--- src/hdl/hgbp_pkg.sv ---
// hgbp_pkg: types, constants and state codes for the hybrid gshare/bimodal predictor.
// Used by hgbp_ctrl, hgbp_dp, the top level and the port checker.
// No dependencies.
package hgbp_pkg;

    // Table sizes (index widths in bits)
    localparam int GSHARE_MAX_BITS  = 12;
    localparam int BIMODAL_MAX_BITS = 12;
    localparam int CHOOSER_MAX_BITS = 12;
    localparam int GSHARE_DEPTH     = 1 << GSHARE_MAX_BITS;
    localparam int BIMODAL_DEPTH    = 1 << BIMODAL_MAX_BITS;
    localparam int CHOOSER_DEPTH    = 1 << CHOOSER_MAX_BITS;

    // Clear sweep covers the largest table
    localparam int CLR_BITS_GB = (GSHARE_MAX_BITS > BIMODAL_MAX_BITS) ?
                                 GSHARE_MAX_BITS : BIMODAL_MAX_BITS;
    localparam int CLR_BITS    = (CLR_BITS_GB > CHOOSER_MAX_BITS) ?
                                 CLR_BITS_GB : CHOOSER_MAX_BITS;

    localparam int HIST_W  = GSHARE_MAX_BITS;
    localparam int CNT_W   = 3;
    localparam int CHS_W   = 2;
    localparam int TOTAL_W = 32;
    localparam int ADDR_W  = 24;
    localparam int CFG_W   = 4;
    localparam int CFG_IDX_W = 4;

    // Counter reset values and limits
    localparam logic [CNT_W-1:0] CNT_INIT  = 3'd4;
    localparam logic [CNT_W-1:0] CNT_MAX   = 3'd7;
    localparam logic [CHS_W-1:0] CHS_INIT  = 2'd1;
    localparam logic [CHS_W-1:0] CHS_MAX   = 2'd3;

    // Configuration register indexes
    localparam logic [CFG_IDX_W-1:0] CFG_GSHARE_BITS  = 4'd0;
    localparam logic [CFG_IDX_W-1:0] CFG_HISTORY_BITS = 4'd1;
    localparam logic [CFG_IDX_W-1:0] CFG_BIMODAL_BITS = 4'd2;
    localparam logic [CFG_IDX_W-1:0] CFG_CHOOSER_BITS = 4'd3;

    // Configuration reset values
    localparam logic [CFG_W-1:0] CFG_GSHARE_RST  = 4'd12;
    localparam logic [CFG_W-1:0] CFG_HISTORY_RST = 4'd8;
    localparam logic [CFG_W-1:0] CFG_BIMODAL_RST = 4'd12;
    localparam logic [CFG_W-1:0] CFG_CHOOSER_RST = 4'd12;

    typedef struct packed {
        logic [ADDR_W-1:0] branch_address;
        logic              taken;
    } in_item_t;

    typedef struct packed {
        logic               predicted_taken;
        logic               mispredicted;
        logic               used_gshare;
        logic [TOTAL_W-1:0] prediction_count;
        logic [TOTAL_W-1:0] mispredict_count;
    } out_item_t;

    typedef enum logic [1:0] {
        ST_CLEAR,
        ST_IDLE,
        ST_READ,
        ST_UPDATE
    } state_t;

    // Controller to datapath
    typedef struct packed {
        logic clear_en;
        logic accept;
        logic update;
    } dp_cmd_t;

    // Datapath to controller
    typedef struct packed {
        logic clear_done;
    } dp_status_t;

endpackage

--- src/hdl/hgbp_ctrl.sv ---
// hgbp_ctrl: sequencer for the predictor (table clear, lookup, update, result slot).
// Depends on hgbp_pkg.
module hgbp_ctrl (
    input  logic                clk,
    input  logic                rst_n,
    input  logic                in_valid,
    output logic                in_stall,
    output logic                out_valid,
    input  logic                out_stall,
    output hgbp_pkg::dp_cmd_t    cmd,
    input  hgbp_pkg::dp_status_t status
);
    import hgbp_pkg::*;

    state_t state_reg;
    state_t state_next;
    logic   out_valid_reg;
    logic   out_valid_next;
    logic   out_free;

    // Result slot can take a new item when empty or being drained now
    assign out_free = !out_valid_reg || !out_stall;

    always_ff @(posedge clk or negedge rst_n)
    begin
        if (!rst_n)
        begin
            state_reg     <= ST_CLEAR;
            out_valid_reg <= 1'b0;
        end
        else
        begin
            state_reg     <= state_next;
            out_valid_reg <= out_valid_next;
        end
    end

    // Next state
    always_comb
    begin
        state_next = state_reg;
        unique case (state_reg)
            ST_CLEAR:  if (status.clear_done) state_next = ST_IDLE;
            ST_IDLE:   if (in_valid) state_next = ST_READ;
            ST_READ:   state_next = ST_UPDATE;
            ST_UPDATE: if (out_free) state_next = ST_IDLE;
            default:   state_next = ST_CLEAR;
        endcase
    end

    // Outputs
    always_comb
    begin
        cmd          = '0;
        in_stall     = 1'b1;
        unique case (state_reg)
            ST_CLEAR:  cmd.clear_en = 1'b1;
            ST_IDLE:
            begin
                in_stall   = 1'b0;
                cmd.accept = in_valid;
            end
            ST_READ:   ;
            ST_UPDATE: cmd.update = out_free;
            default:   ;
        endcase
        out_valid_next = cmd.update || (out_valid_reg && out_stall);
    end

    assign out_valid = out_valid_reg;

endmodule

--- config.mk ---
export PLATFORM = sky130hd
export DESIGN_NAME = hgbp_ctrl
export DESIGN_NICKNAME = d
export VERILOG_FILES = /design/src/hdl/hgbp_pkg.sv /design/src/hdl/hgbp_ctrl.sv
export SDC_FILE = /design/constraint.sdc
export NUM_CORES = 1
export LEC_CHECK = 0
export CAP_MARGIN = 15
export CORE_AREA = 5 5 42 44
export DETAILED_ROUTE_END_ITERATION = 8
export DIE_AREA = 0 0 47 49
export DONT_BUFFER_PORTS = 1
export PLACE_DENSITY = 0.37
export SLEW_MARGIN = 10
export SYNTH_ARGS = -nofsm -noshare
export SYNTH_HDL_FRONTEND = slang
export SYNTH_SLANG_ARGS = --single-unit
--- constraint.sdc ---
create_clock -name clk -period 1.4 [get_ports clk]
set_input_delay 0.21 -clock clk [delete_from_list [all_inputs] [get_ports clk]]
set_output_delay 0.21 -clock clk [all_outputs]
set_load 0.1 [all_outputs]
### Word level (Yosys, flattened, before mapping)

Cells that the tools add are included.

| word-level totals | value |
|---|---|
| register bits | 3 |
| input port bits | 5 |
| output and inout port bits | 5 |
| word-level logic and storage cells | 23 |

| operators by class | value |
|---|---|
| equal/unequal tests | 6 |
| mux-type cells | 8 |
| reductions and logical operators | 7 |

Operators with widths:

| operator | count |
|---|---|
| 2-bit one-hot mux with 4 select lines | 1 |
| 2-bit 2-to-1 mux | 3 |
| 2-bit != test, second input constant | 3 |
| 2-bit equality test, second input constant | 2 |
| 1-bit 2-to-1 mux | 4 |
| 3-bit AND reduction | 1 |
| 2-bit by 1-bit equality test with 1-bit output, second input constant | 1 |
| 1-bit zero test | 2 |
| 2-bit zero test | 1 |
| 1-bit logical OR | 2 |
| 1-bit logical AND | 1 |

### Longest topological paths before layout

Gate-level depths: netlist of the first run.

| logic depth | value |
|---|---|
| depth after elaboration | 4 |
| mapped depth | 5 |
| depth with buffers taken out | 5 |

### Worst setup path before layout of the first run

No wires, ideal clock.

| timing | value |
|---|---|
| kind | register to output |
| start point | register out_valid_reg, in the netlist out_valid |
| end point | output port cmd[0] (netlist bit) |
| arrival time | 3102 ps |
| path slack | -1912 ps |
| stages on the path, launching flop included | 2 |
| path buffers | 0 |
| cells stage by stage | dfrtp_1 -> a21boi_0 |

RTL lines:

| element | line | text |
|---|---|---|
| start: declaration | hgbp_ctrl.sv:17 | `logic out_valid_reg;` |
| start signal: assignment | hgbp_ctrl.sv:34 | `out_valid_reg <= out_valid_next;` |
| end: declaration | hgbp_ctrl.sv:10 | `output hgbp_pkg::dp_cmd_t cmd,` |

==> results of run 1 <==
[placed cells by master, fill, tap and decap left out, types with 2 or more instances in the layout]
master	instances
sky130_fd_sc_hd__ha_4	3
sky130_fd_sc_hd__clkbuf_4	3
sky130_fd_sc_hd__inv_4	3
sky130_fd_sc_hd__buf_12	2
sky130_fd_sc_hd__buf_4	4
sky130_fd_sc_hd__dfrtp_2	3
[through the flow]
| step | instance area [um2] | hold slack (ns) | worst slack [ns] | util | instances |
|---|---|---|---|---|---|
| global route | 425.4 | 0.1004 | -0.05732 | 0.3036 | 46 |
| finish | 425.4 | 0.1058 | -0.01864 | 0.3036 | 46 |
| global placement | 321.6 | -0.08547 | 0.04343 | 0.2295 | 38 |
| detailed placement | 321.6 | -0.08549 | 0.005739 | 0.2295 | 38 |
| CTS | 392.9 | 0.09574 | -0.06187 | 0.2804 | 45 |
| floorplan | 239.0 | -0.08559 | -0.09687 | - | 17 |
[critical path, delay by kind of cell, from the launching register on]
| kind | cells | cell delay (ns) |
|---|---|---|
| buf+inv | 2 | 0.25 |
| fa+ha+maj | 1 | 0.14 |
| flops | 1 | 0.44 |
| simple gates | 1 | 0.15 |
[layout make-up]
cell class                      instances  area, um2  share of cell area
Multi-Input combinational cell         10      171.4              0.4029
Timing Repair Buffer                    9      106.4              0.2500
Sequential cell                         3      78.83              0.1853
Tap cell                               16      20.02             0.04706
Inverter                                4      22.52             0.05294
Clock buffer                            4      26.28             0.06176
[per-layer routing]
metal  track usage  wire length, um  vias up  share of wire
met5             0                0        -              0
met4       0.06912               16        0          0.035
met3       0.01107               47        2           0.10
met2       0.06787              233        8           0.51
met1       0.05310              163       73           0.35
li1              -                -       83              -
[what timing repair did]
action	CTS	global route
hold buffers	1	0
setup endpoints to repair	4	5
pin swaps	1	2
setup buffers	2	1
hold endpoints to repair	3	0
resized for setup	5	7
[cell families after synthesis]
logic type | count (synthesis) | share of synthesized area
buffers and inverters | 4 | 0.07141
AOI/OAI and AO/OA | 3 | 0.1965
adders and majority gates | 3 | 0.1786
DFF | 3 | 0.3571
muxes | 2 | 0.1190
and+or+nand+nor | 2 | 0.07740
[worst max-delay path by stage]
| stage | startpoint | end | slack, ns | depth (start not counted) |
|---|---|---|---|---|
| 2_1_floorplan | state_reg[1]$_DFFE_PN0P_ | state_reg[1]$_DFFE_PN0P_ | -0.1 | 5 |
| 3_3_place_gp | state_reg[1]$_DFFE_PN0P_ | state_reg[1]$_DFFE_PN0P_ | 0.04 | 5 |
| 3_5_place_dp | state_reg[1]$_DFFE_PN0P_ | state_reg[1]$_DFFE_PN0P_ | 0.006 | 5 |
| 4_1_cts | state_reg[0]$_DFFE_PN0P_ | cmd[0] | -0.06 | 3 |
| 5_1_grt | state_reg[1]$_DFFE_PN0P_ | cmd[1] | -0.06 | 4 |
| 6_report | state_reg[1]$_DFFE_PN0P_ | cmd[1] | -0.02 | 4 |
==> results, run 1 <==
- The via count of the first global-routing pass is 188.
- The reg2reg setup slack is 0.02 ns.
- The count of H-tree levels built during CTS is 1.
- The startpoint type of the worst setup path is a flop.
- The worst clock skew is 0.0003708 ns.
- The clock sink count is 3.
- The die span in x is 47 um.
- The count of final setup violators is 1.
- The clock transition at the registers of the reported paths is 0.03 ns.
- The relative max-transition margin is 0.8157.
- Synthesis handed over a netlist of 17 instances.
- Walking the worst path, the cells encountered are inv_4, ha_4, and2_4, buf_12.
- The number of hold violations in the final report is 0.
- Sorting the synthesized cells by area gives the leading types as sky130_fd_sc_hd__dfrtp_1, sky130_fd_sc_hd__ha_1, sky130_fd_sc_hd__o221ai_4, sky130_fd_sc_hd__mux2_4, sky130_fd_sc_hd__inv_1.
- The total routing resource utilization after global routing is 0.05081.
- The number of flip-flops in the largest register is 2.
- The number of design rule violations left after detail routing is 0.
- At the worst endpoint, the required time is 1.19 ns.
- For this run, the detailed router's first-pass iteration total came to 1.
- After synthesis the netlist holds a flip-flop and latch count of 3.
- Once detail routing completed, the nets flagged for antenna violations numbered 0.
- The first global-routing pass estimated 765 um of wire.
- The number of enable flip-flop cells after synthesis is 0.
- The largest net degree at the start of global routing is 5.
- The clock tree buffer depth is 2.
- The post-route clock period utilization is 1.013.
- The slowest stage of the critical path belongs to the cell sky130_fd_sc_hd__dfrtp_2.
- In this run the most critical hold path is launched from out_stall.
- The die footprint is 0.002303 mm2.
- The routed design could run at a clock period as short as 1.419 ns.
- For this design the top-level I/O count stands at 10.
- The cell at the root of the clock tree is sky130_fd_sc_hd__clkbuf_4.
- The number of design-rule violations left by the first detailed-router iteration is 0.
- The setup path with the least slack is of type reg -> out.
- At the end of routability-driven placement, the weighted congestion stood at 0.5836.
- The post-synth design cell area is 210.2 um2.
- The core area is 0.001401 mm2.
- 0 antenna diodes ended up in the layout.
- The leading area contributor after synthesis is sky130_fd_sc_hd__dfrtp_1.
- Setup repair after global routing could not meet its margin everywhere.
- The layout filler cell count is 158.
- The number of placement rows is 14.
- Synthesis produced a netlist with a net count of 25.
- The mean instance size in the synthesized netlist is 12.36 um2.
- The maximum net fanout on the critical path is 3.
- For the pin with the worst max-slew slack, the measured transition is 0.2788 ns.
- The number of pins with negative max-slew slack in the final report is 0.
- Counting flops with an async set or reset pin after synthesis yields a share of 1.000.
- In this run the vertical extent of the chip is 49 um.
- TritonCTS built the clock tree.
- The run finished, with violations left.
- The sink of the worst hold path is out_valid$_DFF_PN0_.
- The startpoint of the most critical register-to-register path is state_reg[0]$_DFFE_PN0P_.
- The sum of negative setup slack is -0.01864 ns.
- The routed design has 460 um of wire.
- Relative to the synthesized area, the layout overhead comes to 102.4%.
- The total CTS buffers is 3.
- The area share of the leading cell type in the synthesized netlist is 0.3571.
- The cell count of the worst reg-to-reg path is 5.
- Across the run, the number of max-cap violations was 0.
- Dividing the detail-routed via count by the number of cells gives 3.609.
- In the synthesized netlist the dominant register cell turns out to be sky130_fd_sc_hd__dfrtp_1.
- The data arrival time of the critical path is 1.21 ns.
- For this block, the via count after detailed routing is 166.
- The count of yosys warnings during synthesis is 0.
- Timing would allow up to 704.9 MHz.
- After detailed routing, the average wire length per cell comes to 10.00 um.
- The number of port buffers is 0.
- The endpoint identified for the worst register-to-register timing path is state_reg[1]$_DFFE_PN0P_.
- The number of antenna violations at the first check in global routing is 0.
- The share of the Yosys chip area taken by registers is 0.3571.
- The final reports fail on negative setup slack.
- Along the worst hold path, the cell count comes to 1.
- The sum of net half-perimeters after detailed placement is 375.8 um.
- The share of final-layout standard cells stronger than drive strength 1 is 0.8667.
- The initial standard-cell utilization of the core is 0.1500.
- After synthesis, the most frequently instantiated cells are sky130_fd_sc_hd__dfrtp_1, sky130_fd_sc_hd__ha_1, sky130_fd_sc_hd__inv_1.
- Yosys mapped the design onto 11 distinct sky130hd cell types.
- The number of nets in the finished design is 39.
- The endpoint type of the worst setup path is an output port.
- Clock latency on the worst-skew pair, taken at its later pin, is 0.23 ns.
- The least setup slack across all paths after layout is -0.01864 ns.
- The global-route congestion overflow total is 0.
- The largest single stage delay on the critical path is 0.44 ns.
- The worst hold path belongs to the class in -> reg.
Power of run 1 is not shown: default switching activity piles up to over one toggle a cycle in this logic, so the estimate is an artifact.
==> run 2, diff against run 1 <==
- CORE_AREA: 5 5 42 44 -> 2 2 39 41
- DIE_AREA: 0 0 47 49 -> 0 0 41 43
==> results, run 2 (same netlist as run 1, synthesis figures left out) <==
- The run finished, with violations left.
- The final reports fail on negative setup slack.
- The data arrival time of the critical path was 1.20 ns (about the same).
- The layout-stage area growth over the synthesis result is 89.29%.
- The cell sitting at the root of the clock tree is a sky130_fd_sc_hd__clkbuf_4.
- The required time of the worst setup path came to 1.19 ns (about the same).
- The die footprint is 0.001763 mm2 (-23%).
- STA classifies the critical path startpoint as a flop.
- The number of placement rows came to 14 (unchanged).
- The share of final-layout standard cells stronger than drive strength 1 was 0.8276 (-0.03908).
- The final standard cell utilization of the core was 0.2875 (-0.01605).
- The clock period minus worst slack is 1.415 ns (-0.004066 ns).
- The hold-critical path depth is 1 (unchanged).
- The number of flip-flops in the largest register is 2 (unchanged).
- The global-route congestion overflow total came to 0 (unchanged).
- The startpoint of the lowest-slack hold path is out_stall.
- The cell count of the worst reg-to-reg path is 5 (unchanged).
- The routed via count divided by cell count is 3.733 (+3.5%).
- The largest net degree at the start of global routing was 5 (unchanged).
- The count of H-tree levels built during CTS came to 1 (unchanged).
- The count of antenna-violating nets left after detailed routing is 0 (unchanged).
- The number of port buffers is 0 (unchanged).
- The layout filler cell count is 150 (-5.1%).
- The final instance area came to 397.9 um2 (-6.5%).
- The clock tree buffer depth is 2 (unchanged).
- The final wirelength was 397 um (-14%).
- The transition time at the pin with the least slew margin came to 0.2770 ns (-0.001735 ns).
- The least setup slack across all paths after layout came to -0.01458 ns (+0.004066 ns).
- The first-pass GRT wire length is 690 um (-9.8%).
- In the layout the commonest cells are sky130_fd_sc_hd__inv_2, sky130_fd_sc_hd__clkbuf_4, sky130_fd_sc_hd__buf_4.
- The core area came to 0.001384 mm2 (-1.2%).
- The post-detailed-route wirelength per cell came to 8.822 um (-12%).
- The relative max-transition margin came to 0.8168 (+0.001147).
- The critical path goes through inv_2, ha_4, and2_4, buf_12.
- The maximum net fanout on the critical path is 3 (unchanged).
- The count of boundary I/O pins was 10 (unchanged).
- The clock transition at the registers of the reported paths is 0.04 ns (about the same).
- The post-route clock period utilization came to 1.010 (-0.002905).
- Setup repair after global routing could not meet its margin everywhere.
- TritonCTS built the clock tree.
- The startpoint of the most critical register-to-register path is state_reg[0]$_DFFE_PN0P_.
- The capture point of the worst reg-to-reg path is state_reg[1]$_DFFE_PN0P_.
- The number of antenna violations at the first check in global routing is 0 (unchanged).
- The via count of the first global-routing pass was 182 (-3.2%).
- The number of hold violations in the final report is 0 (unchanged).
- The number of nets in the finished design is 38 (-2.6%).
- The total CTS buffers is 3 (unchanged).
- The placed instance area came to 321.6 um2 (unchanged).
- The timing-limited maximum frequency was 706.9 MHz (+0.29%).
- The total routing resource utilization after global routing is 0.06030 (+0.009490).
- The worst setup path is captured at an output port.
- The count of final setup violators was 1 (unchanged).
- The number of design-rule violations left by the first detailed-router iteration is 0 (unchanged).
- The initial standard-cell utilization of the core is 0.1519 (+0.001899).
- The library cell contributing the largest single delay on the critical path is sky130_fd_sc_hd__dfrtp_1.
- The later-pin clock latency in the skew report came to 0.23 ns (about the same).
- The global placer's final weighted congestion is 0.5624 (-3.6%).
- The total vias in the final route came to 168 (+1.2%).
- The number of optimization iterations in the first detailed-route pass is 1 (unchanged).
- The min-delay analysis places its worst path in the category in -> reg.
- The antenna cell count is 0 (unchanged).
- The clock sink count came to 3 (unchanged).
- The reg2reg setup slack is 0.05 ns (+0.03 ns).
- The die span in x is 41 um (-13%).
- The number of design rule violations left after detail routing was 0 (unchanged).
- The number of pins with negative max-slew slack in the final report is 0 (unchanged).
- The number of maximum-capacitance constraint violations came to 0 (unchanged).
- The height of the chip was 43 um (-12%).
- The delay of the slowest cell on the worst path is 0.40 ns (-0.04 ns).
- The critical path is of the reg -> out type.
- The worst clock skew is 0.0004294 ns (+0.00005861 ns).
- For hold timing, the worst endpoint is out_valid$_DFF_PN0_.
[run 2: cell types whose count changed in the layout (fill, tap and decap cells not counted)]
cell / before / now
sky130_fd_sc_hd__ha_2: 0 / 1
sky130_fd_sc_hd__buf_4: 4 / 3
sky130_fd_sc_hd__buf_6: 1 / 2
sky130_fd_sc_hd__inv_4: 3 / 1
sky130_fd_sc_hd__ha_4: 3 / 2
sky130_fd_sc_hd__dfrtp_1: 0 / 1
sky130_fd_sc_hd__buf_8: 1 / 0
sky130_fd_sc_hd__inv_2: 1 / 3
sky130_fd_sc_hd__dfrtp_2: 3 / 2
[run 2: layout make-up]
| type | instances | area [um2] | area share |
|---|---|---|---|
| clock buffer | 4 | 26.28 | 0.06604 |
| tap | 16 | 20.02 | 0.05031 |
| inverter | 4 | 17.52 | 0.04403 |
| sequential | 3 | 77.57 | 0.1950 |
| timing repair buffer | 8 | 95.09 | 0.2390 |
| multi-input combinational | 10 | 161.4 | 0.4057 |
[run 2: how the worst max path moves through the flow]
| stage | start | endpoint |
|---|---|---|
| after detailed placement | state_reg[1]$_DFFE_PN0P_ | state_reg[1]$_DFFE_PN0P_ |
| after CTS | state_reg[0]$_DFFE_PN0P_ | cmd[0] |
| after floorplan | state_reg[1]$_DFFE_PN0P_ | state_reg[1]$_DFFE_PN0P_ |
| after global routing | state_reg[1]$_DFFE_PN0P_ | cmd[1] |
| after global placement | state_reg[1]$_DFFE_PN0P_ | state_reg[1]$_DFFE_PN0P_ |
| final | state_reg[1]$_DFFE_PN0P_ | cmd[1] |
[run 2: timing repair]
item	in CTS	in global routing
endpoints found under the setup margin	3	5
hold buffers	1	0
pin swaps	1	0
hold endpoints to repair	3	0
gates resized for setup	5	2
buffers inserted	1	1
[run 2: through the flow]
stage / hold slack [ns] / instances / setup TNS (ns) / worst slack, ns
floorplan: -0.08559 / 17 / -0.1810 / -0.09687
detailed placement: -0.08550 / 38 / 0 / 0.01517
CTS: 0.09298 / 44 / -0.09883 / -0.06292
global route: 0.09440 / 45 / -0.1075 / -0.06475
finish: 0.1047 / 45 / -0.01458 / -0.01458
global placement: -0.08549 / 38 / 0 / 0.04400
[run 2: layer usage]
metal  wire length [um]  global-route usage
met2                228             0.09063
met5                  0                   0
met3                 35             0.01571
met1                133             0.06129
met4                  0             0.06000
[run 2: critical path: cells and delay by family (launching register included)]
| family | cells | cell delay (ns) |
|---|---|---|
| adders and majority gates | 1 | 0.16 |
| buffers and inverters | 2 | 0.27 |
| DFF | 1 | 0.40 |
| and+or+nand+nor | 1 | 0.15 |
Power of run 2 is left out for the same reason.
==> run 3, diff against run 2 <==
- ABC_AREA: not set -> 1
- PLACE_DENSITY: 0.37 -> 0.38
==> results, run 3 <==
- The run finished, with violations left.
- The final reports fail on negative setup slack.
- Among cell families on the critical path, the largest total delay comes from flip-flops.
- The required time of the worst setup path is 1.19 ns (about the same).
- The sequential cell area fraction in the yosys report is 0.3488 (-0.008306).
- The synthesized instance count is 27 (+10).
- The largest net degree at the start of global routing came to 5 (unchanged).
- The number of hold violations in the final report was 0 (unchanged).
- The number of pins with negative max-slew slack in the final report came to 0 (unchanged).
- The depth of the critical timing path with buffers and inverters included was 5 (+1).
- The later-pin clock latency in the skew report is 0.23 ns (about the same).
- The post-route clock period utilization is 1.009 (-0.001655).
- Ranked by total cell area, the synthesized netlist is headed by sky130_fd_sc_hd__dfrtp_1, sky130_fd_sc_hd__ha_1, sky130_fd_sc_hd__inv_1, sky130_fd_sc_hd__nand2_1, sky130_fd_sc_hd__nand3_2.
- By count the netlist is led by sky130_fd_sc_hd__inv_1, sky130_fd_sc_hd__nand2_1, sky130_fd_sc_hd__dfrtp_1, sky130_fd_sc_hd__ha_1.
- The sum of net half-perimeters after detailed placement is 350 um.
- The delay of the slowest cell on the worst path was 0.41 ns (about the same).
- The post-synth design cell area is 215.2 um2 (+2.4%).
- The number of antenna violations at the first check in global routing is 0 (unchanged).
- The number of optimization iterations in the first detailed-route pass is 1 (unchanged).
- The top cell types in the final layout, fill and taps aside, are sky130_fd_sc_hd__nand2_1, sky130_fd_sc_hd__buf_4, sky130_fd_sc_hd__inv_1, sky130_fd_sc_hd__buf_12.
- Compared with the post-synthesis result, the final layout area differs by 111.6%.
- The library cell contributing the largest single delay on the critical path is sky130_fd_sc_hd__dfrtp_1.
- The number of enable flip-flop cells after synthesis is 0 (unchanged).
- The global-route congestion overflow total is 0 (unchanged).
- The worst clock skew was 0.0001268 ns (-0.0003026 ns).
- The antenna cell count was 0 (unchanged).
- The mean instance size in the synthesized netlist came to 7.971 um2 (-36%).
- The global placer's final weighted congestion was 0.6560 (+17%).
- The prevailing post-synth register cell is sky130_fd_sc_hd__dfrtp_1.
- The height of the chip was 43 um (unchanged).
- The share of final-layout standard cells stronger than drive strength 1 came to 0.6341 (-0.1934).
- The tightest min-delay check is of the in -> reg type.
- The startpoint of the lowest-slack hold path is out_stall.
- The category of the most critical setup path is reg -> out.
- The routed via count divided by cell count is 3.842 (+2.9%).
- TritonCTS built the clock tree.
- The die footprint is 0.001763 mm2 (unchanged).
- The initial standard-cell utilization of the core is 0.1555 (+0.003616).
- The transition time at the pin with the least slew margin was 0.2793 ns (+0.002225 ns).
- The total CTS buffers was 3 (unchanged).
- The layout filler cell count is 150 (unchanged).
- The count of boundary I/O pins was 10 (unchanged).
- The via count of the first global-routing pass was 233 (+28%).
- The startpoint type of the worst setup path is a flop.
- The number of distinct library cells after synthesis is 8 (-3).
- The count of yosys warnings during synthesis is 0 (unchanged).
- The startpoint of the most critical register-to-register path is state_reg[1]$_DFFE_PN0P_.
- The die span in x is 41 um (unchanged).
- The maximum net fanout on the critical path was 3 (unchanged).
- The timing-limited maximum frequency was 708.1 MHz (+0.16%).
- The clock period minus worst slack is 1.412 ns (-0.002317 ns).
- The total vias in the final route is 219 (+30%).
- The number of placement rows is 14 (unchanged).
- The endpoint type of the worst setup path is an output port.
- The number of maximum-capacitance constraint violations is 0 (unchanged).
- The clock tree buffer depth is 2 (unchanged).
- The count of final setup violators is 3 (+2).
- Setup repair after global routing could not meet its margin everywhere.
- The post-synth net total was 35 (+40%).
- The count of H-tree levels built during CTS was 1 (unchanged).
- The number of design rule violations left after detail routing is 0 (unchanged).
- The launch point of the worst path is state_reg[1]$_DFFE_PN0P_.
- The relative max-transition margin is 0.8154 (-0.001471).
- The post-detailed-route wirelength per cell is 8.632 um (-2.2%).
- The number of register bits inferred by synthesis is 3 (unchanged).
- The capture point of the worst reg-to-reg path is state_reg[0]$_DFFE_PN0P_.
- The reg2reg setup slack was 0.09 ns (+0.04 ns).
- The number of nets in the finished design is 50 (+32%).
- The core area was 0.001384 mm2 (unchanged).
- The clock sink count is 3 (unchanged).
- The synthesized design spends more area on one cell type than any other, namely sky130_fd_sc_hd__dfrtp_1.
- The area share of the leading cell type in the synthesized netlist is 0.3488 (-0.008306).
- The first-pass GRT wire length came to 841 um (+22%).
- The number of design-rule violations left by the first detailed-router iteration is 0 (unchanged).
- Leaving out fill and tap cells, the most frequent cell in the layout is sky130_fd_sc_hd__nand2_1.
- The cell count of the worst reg-to-reg path is 8 (+3).
- The smallest hold slack came to 0.1012 ns (-0.003478 ns).
- The count of antenna-violating nets left after detailed routing came to 0 (unchanged).
- The final wirelength is 492 um (+24%).
- The least setup slack across all paths after layout is -0.01226 ns (+0.002317 ns).
- The total routing resource utilization after global routing is 0.07754 (+0.01724).
- The number of flip-flops in the largest register is 2 (unchanged).
- The async set-reset flop share out of synthesis is 1.000 (unchanged).
- The data arrival time of the critical path is 1.20 ns (about the same).
- In this run the worst setup path terminates at cmd[1].
- The number of port buffers is 0 (unchanged).
- The tree is rooted in a sky130_fd_sc_hd__clkbuf_4.
- The signal on the critical path passes through inv_2, ha_4, nand2_4, clkinvlp_4, buf_12.
- The clock transition at the registers of the reported paths is 0.04 ns (about the same).
- The number of buffer and inverter stages on the critical path is 3 (+1).
==> run 3: cell types whose count changed in the layout (fill, tap and decap cells not counted), sizes merged, moves of 2 or more <==
cell / previous run / this run
buf: 7 / 9
clkinvlp: 0 / 2
nand2: 0 / 9
nand4: 0 / 2
==> run 3: cell type report <==
class	count	area, um2	area share
multi-input cells	17	170.2	0.3736
well taps	16	20.02	0.04396
inverters	7	33.78	0.07418
flip-flops and latches	3	77.57	0.1703
repair buffers	10	127.6	0.2802
clock buffers	4	26.28	0.05769
==> run 3: kinds of logic after synthesis <==
logic type / after synthesis / synth area share
and+or+nand+nor: 13 / 0.3314
buffers and inverters: 7 / 0.1221
adders and majority gates: 3 / 0.1744
DFF: 3 / 0.3488
AOI/OAI and AO/OA: 1 / 0.02323
==> run 3: worst min-delay path by stage <==
stage,end,slack [ns],depth (start not counted)
floorplan,out_valid$_DFF_PN0_,-0.09,0
global placement,state_reg[1]$_DFFE_PN0P_,-0.09,0
detailed placement,state_reg[1]$_DFFE_PN0P_,-0.09,0
CTS,out_valid$_DFF_PN0_,0.09,2
global route,out_valid$_DFF_PN0_,0.1,2
finish,out_valid$_DFF_PN0_,0.10,2
==> run 3: through the flow <==
| step | instance area (um2) | TNS (ns) | utilization | instances | worst slack, ns |
|---|---|---|---|---|---|
| floorplan | 260.3 | -0.07229 | - | 27 | -0.06587 |
| global placement | 355.3 | 0 | 0.2568 | 48 | 0.1664 |
| detailed placement | 355.3 | 0 | 0.2568 | 48 | 0.1546 |
| CTS | 430.4 | -0.06505 | 0.3110 | 55 | -0.05062 |
| global route | 455.4 | -0.2562 | 0.3291 | 57 | -0.07330 |
| finish | 455.4 | -0.02861 | 0.3291 | 57 | -0.01226 |
==> run 3: timing repair <==
item / 4_1_cts / 5_1_grt
hold endpoints to repair: 3 / 0
buffers inserted: 2 / 2
resized for setup: 7 / 1
hold buffers: 1 / 0
setup endpoints to repair: 3 / 3
==> run 3: per-layer routing <==
layer  wire length, um  vias to the layer above  GRT usage
li1                  -                      109          -
met1               179                      106    0.07468
met2               302                        4     0.1125
met3                10                        0    0.03141
met4                 0                        0    0.08000
met5                 0                        -          0
Power of run 3 is left out for the same reason.
